### src/hdl/qte_pkg.sv
// Shared types, constants and helper function of the quaternion to Euler angle converter.
package qte_pkg;

    // Width of the signed operands that enter an arctangent unit.
    localparam int CIN_W = 35;
    // Width of the rotation datapath inside an arctangent unit.
    localparam int CW = 38;
    // Width of the magnitude word used by the normalizing shifter.
    localparam int MAG_W = 34;
    // Width of the radicand of the pitch square root.
    localparam int SQ_W = 61;
    // One pipeline stage per result bit of the square root.
    localparam int SQ_STAGES = 31;
    // Stages of an arctangent unit ahead of its rotation steps.
    localparam int CORDIC_PRE = 8;
    // Largest number of rotation steps that the arctangent table covers.
    localparam int ATAN_ENTRIES = 24;

    localparam logic [31:0] TURN_QUARTER = 32'h4000_0000;
    localparam logic [31:0] TURN_HALF = 32'h8000_0000;

    localparam logic [31:0] ATAN_TAB [0:ATAN_ENTRIES-1] = '{
        32'h20000000, 32'h12E4051E, 32'h09FB385B, 32'h051111D4, 32'h028B0D43,
        32'h0145D7E1, 32'h00A2F61E, 32'h00517C55, 32'h0028BE53, 32'h00145F2F,
        32'h000A2F98, 32'h000517CC, 32'h00028BE6, 32'h000145F3, 32'h0000A2F9,
        32'h0000517C, 32'h000028BE, 32'h0000145F, 32'h00000A2F, 32'h00000517,
        32'h0000028B, 32'h00000145, 32'h000000A2, 32'h00000051
    };

    typedef enum logic [1:0] {
        POLE_NONE  = 2'd0,
        POLE_NORTH = 2'd1,
        POLE_SOUTH = 2'd2
    } t_qte_pole;

    typedef struct packed {
        logic signed [15:0] quat_w;
        logic signed [15:0] quat_x;
        logic signed [15:0] quat_y;
        logic signed [15:0] quat_z;
    } t_qte_quat;

    typedef struct packed {
        logic signed [15:0] yaw_angle;
        logic signed [15:0] pitch_angle;
        logic signed [15:0] roll_angle;
        logic [1:0]         pole_status;
    } t_qte_euler;

    // Classified item handed from the front end to the back end.
    typedef struct packed {
        t_qte_pole                pole;
        logic                     neg;
        logic signed [CIN_W-1:0]  yaw_y;
        logic signed [CIN_W-1:0]  yaw_x;
        logic signed [CIN_W-1:0]  roll_y;
        logic signed [CIN_W-1:0]  roll_x;
        logic [30:0]              pit_s;
        logic [30:0]              pit_d;
        logic [31:0]              pit_a;
    } t_qte_item;

    typedef struct packed {
        logic [1:0] inflight;
    } t_qte_front_stat;

    // Rounds a 32-bit turn fraction to aw bits and sign-extends it into a 16-bit field.
    function automatic logic [15:0] to_field(input logic [31:0] z, input int unsigned aw);
        logic [31:0] zr;
        logic [31:0] v;
        logic [15:0] f;
        zr = z;
        if (aw < 32) begin
            zr = z + (32'd1 << (31 - aw));
        end
        v = zr >> (32 - aw);
        for (int b = 0; b < 16; b++) begin
            f[b] = (b < aw) ? v[b] : v[aw-1];
        end
        return f;
    endfunction

endpackage

### src/hdl/qte_fifo.sv
// Short queue of classified items between the front end and the back end.
module qte_fifo import qte_pkg::*; #(
    parameter int DEPTH = 8
) (
    input  logic                       i_clk,
    input  logic                       i_rst_n,
    input  logic                       i_push,
    input  t_qte_item                  i_data,
    input  logic                       i_pop,
    output logic                       o_valid,
    output t_qte_item                  o_data,
    output logic [$clog2(DEPTH+1)-1:0] o_count
);

    localparam int AW = $clog2(DEPTH);
    localparam int CNW = $clog2(DEPTH + 1);

    t_qte_item r_mem [0:DEPTH-1];
    logic [AW-1:0] r_wr, r_rd;
    logic [CNW-1:0] r_count;
    logic do_pop;

    assign do_pop = i_pop && (r_count != '0);

    always_ff @(posedge i_clk) begin
        if (!i_rst_n) begin
            r_wr    <= '0;
            r_rd    <= '0;
            r_count <= '0;
        end else begin
            if (i_push) begin
                r_wr <= (r_wr == AW'(DEPTH - 1)) ? '0 : r_wr + 1'b1;
            end
            if (do_pop) begin
                r_rd <= (r_rd == AW'(DEPTH - 1)) ? '0 : r_rd + 1'b1;
            end
            r_count <= r_count + CNW'(i_push) - CNW'(do_pop);
        end
    end

    always_ff @(posedge i_clk) begin
        if (i_push) begin
            r_mem[r_wr] <= i_data;
        end
    end

    assign o_valid = r_count != '0;
    assign o_data  = r_mem[r_rd];
    assign o_count = r_count;

endmodule

### config.mk
export PLATFORM = sky130hd
export DESIGN_NAME = qte_fifo
export DESIGN_NICKNAME = d
export VERILOG_FILES = /design/src/hdl/qte_pkg.sv /design/src/hdl/qte_fifo.sv
export SDC_FILE = /design/constraint.sdc
export NUM_CORES = 1
export LEC_CHECK = 0
export BUFFER_PORTS_ARGS = -buffer_cell sky130_fd_sc_hd__clkbuf_2
export CELL_PAD_IN_SITES_DETAIL_PLACEMENT = 0
export CELL_PAD_IN_SITES_GLOBAL_PLACEMENT = 2
export CORE_MARGIN = 2
export CORE_UTILIZATION = 35
export DETAILED_ROUTE_END_ITERATION = 7
export PLACE_DENSITY_LB_ADDON = 0.25
export SYNTH_ARGS = -nofsm -noshare
export SYNTH_HDL_FRONTEND = slang
export SYNTH_SLANG_ARGS = --single-unit
### constraint.sdc
create_clock -name i_clk -period 23.8 [get_ports i_clk]
set_input_delay 1.19 -clock i_clk [delete_from_list [all_inputs] [get_ports i_clk]]
set_output_delay 1.19 -clock i_clk [all_outputs]
set_load 0.01 [all_outputs]
# Word-level counts from Yosys, hierarchy flattened
# Memory sizes are Yosys's and may differ from the RTL's. A register that Yosys moved wholly into a read port is not among the register bits.
# Index checks and enable logic that the tools add are counted.
# op_classes
n_addsub	4
n_reduce_logical	2
n_eq_ne	2
n_mux	6
# op_table
op	count
$mux 3	4
$add 3x1->3 const B	2
$eq 3x3->1 const B	2
$add 4x1->4	1
$reduce_bool 4->1	1
$sub 4x1->4	1
$mux 1	2
$logic_and 1x1->1	1
# word_totals
mem_bits_rw	1896
n_memories	1
out_inout_bits	242
regBits	10
elab_cells	18
# memory_table
name	words	word_bits	rd	rd_ports_with_merged_regs	write_ports	line_no	source
r_mem	8	237	1	1	1	qte_fifo.sv:18	t_qte_item r_mem [0:DEPTH-1];

# Longest topological paths before layout
# Gate-level depths: netlist of run 1.
# depth
ltp_word	4
depth_mapped	9
mapped_depth_nobuf	9

# Least setup slack after synthesis of run 1
# OpenSTA, ideal clock, no wires.
# synth_path
kind	input to register
from	input port i_push
to	memory r_mem[0][0] (netlist bit) (enable)
t_arrival_ns	17.228
stages	2
setup_slack_ns	5.446
path_buffers	0
path_cell_list	nand2b_1 > nor3_1
# synth_via
elab_chain_len	2
# synth_rtl
element	line_no	source
start: declaration	qte_fifo.sv:7	input logic i_push,
$mux 1	qte_fifo.sv:42	if (i_push) begin
$mux 1 (implied by the code)	qte_fifo.sv:43	r_mem[r_wr] <= i_data;
end: declaration	qte_fifo.sv:18	
# No other way between the ends.

==> impl_results.md, run 1 <==
- Global-route wire length before repair: 231000 um
- WL per Instance: 25.16 um
- Number of antenna violations at the first check in global routing: 33
- Count of nets after finishing: 3661
- Height of the die: 462.6 um
- Number of inserted filler cells in the final layout: 18420
- Sum of net half-perimeters after detailed placement: 82290 um
- Fraction of synthesized cell area taken by the top area cell type: 77.34%
- Number of distinct library cells after synthesis: 28
- Period minus WS final: 6460 ps
- DR DRC count: 0
- Smallest setup slack after layout: 17340 ps
- H-Tree Depth: 4
- CTS root buf: sky130_fd_sc_hd__clkbuf_16
- Post_cts resized: 0
- Maximum number of pins on one net before global-route repair: 161
- Post-Route WL: 160700 um
- Number of buffers added for setup after CTS: 0
- Fraction of power spent switching nets: 23.89%
- Core footprint: 0.2094 mm2
- Data required time of the critical path: 22610 ps
- Vias/cell: 4.947
- TritonCTS Buffers: 201
- Count of routing violations after the opening detailed-route iteration: 2033
- Critical-path maximum fanout: 119
- Most common cell after layout, fill and taps aside: sky130_fd_sc_hd__edfxtp_1
- Placement Rows: 168
- Worst-case clock buffer depth: 3
- Highest clock rate: 154.8 MHz
- Endpoint type of the worst setup path: primary output
- Total congestion overflow after global routing: 0
- Yosys Warn Count: 0
- Final hold violations: 0
- Outcome: complete, no violations
- Top post-synthesis cells by area: sky130_fd_sc_hd__edfxtp_1, sky130_fd_sc_hd__mux4_1, sky130_fd_sc_hd__mux2_2, sky130_fd_sc_hd__mux4_2, sky130_fd_sc_hd__buf_6
- GR Util All Layers: 14.75%
- Worst Path Arrival: 5270 ps
- Share of the core filled with cells in the final layout: 40.79%
- Share of total power in the clock network: 38.3%
- Syn avg cell area: 26.17 um2
- Number of global-route vias before repair: 32890
- CTS tree: done
- Synthesized Nets: 3063
- Die width: 462.6 um
- Portion of total power attributed to combinational logic: 13.1%
- Hold_ws: 482.6 ps
- Leakage dissipation: 27.55 nW
- Kind of path behind the tightest hold check: register to register
- Setup-violating endpoint count in the final report: 0
- First-pass detailed-route iteration total: 5
- Internal power: 5.982 mW
- Number of max-capacitance violations reported: 0
- Total power density per cell area: 92.03 mW/mm2
- Total Die Area: 0.2140 mm2
- Register area share after synthesis: 77.69%
- Final slew viol count: 0
- Relative contribution of sequential cells to total power: 48.6%
- Library cell with the largest summed area after synthesis: sky130_fd_sc_hd__edfxtp_1
- DP Worst Slack: 18130 ps
- Area growth syn-to-layout: 16.01%
- Critical Setup Path Class: register to primary output
- Switching power: 1.877 mW
- Post-route setup TNS: 0 ps
- Residual antenna-violating net count after detailed routing: 0
- Max transition margin: 24.12%
- Clock insertion delay at the later pin of the skew report: 850 ps
- Area of placed instances: 0.07901 mm2
- Number of placed cells counting well taps: 6013
- Layout cells sized above 1: 31.17%
- CTS clk-pin slew, worst paths: 60 ps
- Instance count of the mapped netlist: 2813
- Setup repair after global routing missed its margin: false
- Routed vias: 31590
- Post-Syn Area: 0.07362 mm2
- Setup skew after layout: 44.01 ps
- Flop and latch count out of synthesis: 1909
- Worst slew pin tran: 1138 ps
- Post-route standard cell area excluding fillers: 0.08540 mm2
- Crit share post-route: 27.14%
- Cts hold-fix bufs: 0
- Commonest cells after routing, fill and taps aside: sky130_fd_sc_hd__edfxtp_1, sky130_fd_sc_hd__clkbuf_2, sky130_fd_sc_hd__mux4_1
- Category of the worst setup path launch point: register
- Effective utilization at floorplan: 35.16%
- Quantity of I/O buffers inserted on ports: 482
- Final estimated routing congestion in global placement: 0.6881
- Number of I/O pins: 483
- Post-Layout Cell Count: 6386
- Maximum resistive drop on vdd: 0.00007133 V
- # clock sinks: 1909
- Total power consumption of the routed design: 7.860 mW
state kept, by name, indices dropped and copies added (netlist names), named ones only:
signal   count
o_count      4
r_mem     1896
r_rd         3
r_wr         3
critical path: stages, from the launching register on:
cell                       delay, ps
sky130_fd_sc_hd__dfxtp_4         810
sky130_fd_sc_hd__buf_4           760
sky130_fd_sc_hd__buf_12          530
sky130_fd_sc_hd__buf_4           740
sky130_fd_sc_hd__mux4_1          650
sky130_fd_sc_hd__mux2_2          280
sky130_fd_sc_hd__clkbuf_2        190
power groups by stage:
stage / clock [mW] / sequential [mW] / combinational (mW)
after global placement: 0 / 3.89 / 1.06
final: 3.01 / 3.82 / 1.03
after floorplan: 0 / 3.90 / 0.689
after detailed placement: 0 / 3.89 / 1.06
after global routing: 3.25 / 3.82 / 1.11
after CTS: 3.12 / 3.82 / 1.06
cells in the mapped netlist:
master and count:
sky130_fd_sc_hd__a21o_1 1, sky130_fd_sc_hd__a21oi_1 1, sky130_fd_sc_hd__and2_1 4, sky130_fd_sc_hd__buf_1 16
sky130_fd_sc_hd__buf_2 12, sky130_fd_sc_hd__buf_6 50, sky130_fd_sc_hd__buf_8 5, sky130_fd_sc_hd__clkbuf_1 33
sky130_fd_sc_hd__clkbuf_8 17, sky130_fd_sc_hd__dfxtp_1 13, sky130_fd_sc_hd__edfxtp_1 1896, sky130_fd_sc_hd__fa_1 1
sky130_fd_sc_hd__ha_1 8, sky130_fd_sc_hd__inv_1 4, sky130_fd_sc_hd__mux2_2 237, sky130_fd_sc_hd__mux2i_1 10
sky130_fd_sc_hd__mux4_1 410, sky130_fd_sc_hd__mux4_2 64, sky130_fd_sc_hd__nand2_1 11, sky130_fd_sc_hd__nand2b_1 3
sky130_fd_sc_hd__nand3b_1 1, sky130_fd_sc_hd__nor2_1 8, sky130_fd_sc_hd__nor2b_1 2, sky130_fd_sc_hd__nor3_1 2
sky130_fd_sc_hd__o22ai_1 1, sky130_fd_sc_hd__or2_2 1, sky130_fd_sc_hd__or3b_2 1, sky130_fd_sc_hd__xor2_1 1
cells by family (layout without fill, tap and decap cells):
kind of cell,Yosys count,in the layout,synth area share (%)
flip-flops,1909,1909,77.69
AO/OA/AOI/OAI,3,3,0.02550
multiplexers,721,721,20.35
other,0,7,0
XOR/XNOR,1,1,0.01190
adder cells (fa/ha/maj),9,9,0.1632
buffers and inverters,137,898,1.536
AND/OR/NAND/NOR,33,33,0.2176
final cells by class:
class                   instances  area [um2]  area share (%)
clock buffers                 249        5253           6.150
diodes                          7       17.52         0.02051
well taps                    2805        3510           4.109
flip-flops and latches       1909       57210           66.98
clock inverters               117        1125           1.317
inverters                       4       15.01         0.01758
repair buffers                528        2933           3.434
multi-input cells             767       15350           17.97
path summary, 6_finish.rpt:
| kind | start | to | slack [ps] | depth (start not counted) |
|---|---|---|---|---|
| setup / recovery | register | o_data[150] | 17340 | 6 |
| setup reg to reg | r_wr[0]$_SDFFE_PN0P_ | r_mem[3][60]$_DFFE_PP_ | 19710 | 5 |
| hold reg to reg | r_rd[1]$_SDFFE_PN0P_ | register | 480 | 2 |
| hold / removal | r_rd[1]$_SDFFE_PN0P_ | register | 480 | 2 |
per-layer routing:
layer | GRT usage, % | vias to the layer above | wire, um
met5 | 0 | - | 328
met2 | 23.83 | 704 | 77140
met1 | 18.96 | 16800 | 68510
met4 | 3.877 | 50 | 3295
met3 | 5.120 | 261 | 11420
li1 | - | 13780 | -
Note: power is estimated with default switching activity, not from simulation.
==> inputs of run 2 (changes only) <==
==> constraint.sdc (replaced) <==
create_clock -name i_clk -period 6.44 [get_ports i_clk]
set_input_delay 0.322 -clock i_clk [delete_from_list [all_inputs] [get_ports i_clk]]
set_output_delay 0.322 -clock i_clk [all_outputs]
set_load 0.01 [all_outputs]
==> impl_results.md, run 2 (synthesis results as in run 1) <==
- Reg2Reg Depth: 8 (+3)
- TritonCTS Buffers: 203 (+1.0%)
- Data required time of the critical path: 6120 ps (-16490 ps)
- H-Tree Depth: 4 (unchanged)
- Share of the core filled with cells in the final layout: 42.16% (+1.4 points)
- Number of I/O pins: 483 (unchanged)
- Cts hold-fix bufs: 241 (+241)
- HP Start: i_data[48]
- GR Util All Layers: 15.10% (+0.35 points)
- Area of combinational cells with multiple inputs: 0.01537 mm2 (+0.18%)
- Crit share post-route: 63.74%
- WHS Path Cells: 2 (unchanged)
- Setup skew after layout: 59.17 ps (+15.16 ps)
- Die width: 462.6 um (unchanged)
- Commonest cells after routing, fill and taps aside: sky130_fd_sc_hd__edfxtp_1, sky130_fd_sc_hd__clkbuf_2, sky130_fd_sc_hd__mux4_1
- Number of buffers added for setup after CTS: 0 (unchanged)
- Register cell area after layout: 0.05721 mm2 (about the same)
- # clock sinks: 1909 (unchanged)
- Top reg by flops: r_mem
- Effective utilization at floorplan: 35.16% (unchanged)
- Final slew viol count: 0 (unchanged)
- Critical-path maximum fanout: 49 (-59%)
- Post_cts resized: 0 (unchanged)
- Quantity of I/O buffers inserted on ports: 482 (unchanged)
- Global-route wire length before repair: 238000 um (+3.0%)
- Endpoint of the worst hold-timing path: r_mem[2][48]$_DFFE_PP_
- Max transition margin: 31.72% (+7.6 points)
- Residual antenna-violating net count after detailed routing: 0 (unchanged)
- Critical Setup Path Class: register to primary output
- Flip-flop count of the largest register after layout: 1896 (unchanged)
- Setup repair after global routing missed its margin: false
- Final estimated routing congestion in global placement: 0.6784 (-1.4%)
- Register-to-register setup slack: 3820 ps (-15890 ps)
- Area growth syn-to-layout: 19.91%
- Endpoint type of the worst setup path: primary output
- Total Die Area: 0.2140 mm2 (unchanged)
- Count of nets after finishing: 3906 (+6.7%)
- CTS root buf: sky130_fd_sc_hd__clkbuf_16
- Total congestion overflow after global routing: 0 (unchanged)
- Kind of path behind the tightest hold check: input pin to register
- Category of the worst setup path launch point: register
- First-pass detailed-route iteration total: 4 (-1)
- CTS tree: done
- Maximum number of pins on one net before global-route repair: 136 (-16%)
- Total power density per cell area: 335.6 mW/mm2 (+260%)
- Leakage dissipation: 28.75 nW (+4.4%)
- Number of global-route vias before repair: 34420 (+4.7%)
- Number of antenna violations at the first check in global routing: 22 (-33%)
- Maximum resistive drop on vdd: 0.0002574 V (+260%)
- Worst slew pin tran: 1024 ps (-113.9 ps)
- Layout cells sized above 1: 29.69% (-1.5 points)
- Placement Rows: 168 (unchanged)
- Worst-case clock buffer depth: 3 (unchanged)
- Number of max-capacitance violations reported: 0 (unchanged)
- Vias/cell: 4.930 (-0.35%)
- Critical register-to-register path endpoint: o_count[0]$_SDFF_PN0_
- Total power consumption of the routed design: 29.62 mW (+280%)
- Clock insertion delay at the later pin of the skew report: 860 ps (about the same)
- Worst Path Arrival: 3780 ps (-1490 ps)
- Most common cell after layout, fill and taps aside: sky130_fd_sc_hd__edfxtp_1
- DR DRC count: 0 (unchanged)
- Sum of net half-perimeters after detailed placement: 83130 um (+1.0%)
- Critical register-to-register path startpoint: o_count[2]$_SDFF_PN0_
- Setup-violating endpoint count in the final report: 0 (unchanged)
- CTS clk-pin slew, worst paths: 60 ps (about the same)
- Height of the die: 462.6 um (unchanged)
- Post-Route WL: 164300 um (+2.3%)
- Highest clock rate: 243.6 MHz
- Period minus WS final: 4105 ps
- WL per Instance: 24.75 um (-1.6%)
- Routed vias: 32740 (+3.6%)
- Outcome: complete, no violations
- Final hold violations: 0 (unchanged)
- Number of inserted filler cells in the final layout: 18300 (-0.64%)
- Count of routing violations after the opening detailed-route iteration: 2028 (-0.25%)
- Core footprint: 0.2094 mm2 (unchanged)
run 2: cell type report:
class | count | share of cell area, %
clock inverter | 123 | 1.461
sequential | 1909 | 64.81
timing repair buffer | 771 | 6.242
multi-input combinational | 767 | 17.42
antenna | 9 | 0.02551
clock buffer | 252 | 6.056
tap | 2805 | 3.976
inverter | 4 | 0.01701
run 2: stage by stage:
stage                     instance area [um2]  std cells  setup WS (ps)  hold slack, ps   TNS, ps
final                                   88280       6640           2335           289.9         0
after global routing                    88270       6636           2128           246.8         0
after CTS                               88250       6631           2145           176.9         0
after detailed placement                79200       6015           3097           483.2         0
after global placement                  79200       6015           3090           474.5         0
after floorplan                         73680       2813         -830.7           420.9  -1011110
run 2: worst max-delay path: stages, from the launching register on:
cell and delay [ps]:
sky130_fd_sc_hd__dfxtp_4 930, sky130_fd_sc_hd__buf_4 770, sky130_fd_sc_hd__mux4_1 650, sky130_fd_sc_hd__mux2_2 310, sky130_fd_sc_hd__clkbuf_2 130
run 2: how the worst max path moves through the flow:
stage	start	endpoint	slack [ps]	cells after the start
2_1_floorplan	r_wr[1]$_SDFFE_PN0P_	r_mem[3][0]$_DFFE_PP_	-830	2
3_3_place_gp	register	o_data[77]	3090	4
3_5_place_dp	register	o_data[164]	3100	4
4_1_cts	register	o_data[164]	2150	4
5_1_grt	register	o_data[157]	2130	4
6_report	register	o_data[157]	2340	4
run 2: where the power goes:
part           internal [mW]  switching, mW
registers               14.0          0.127
clock network           6.71           4.82
logic                   1.90           2.10
run 2: layer usage:
| metal | track usage (%) | part of all wire, % | up-vias |
|---|---|---|---|
| met5 | 0 | 0.11 | - |
| met4 | 4.016 | 2.0 | 26 |
| met3 | 4.245 | 6.0 | 256 |
| met2 | 24.24 | 48 | 708 |
| met1 | 20.21 | 44 | 17470 |
| li1 | - | - | 14280 |
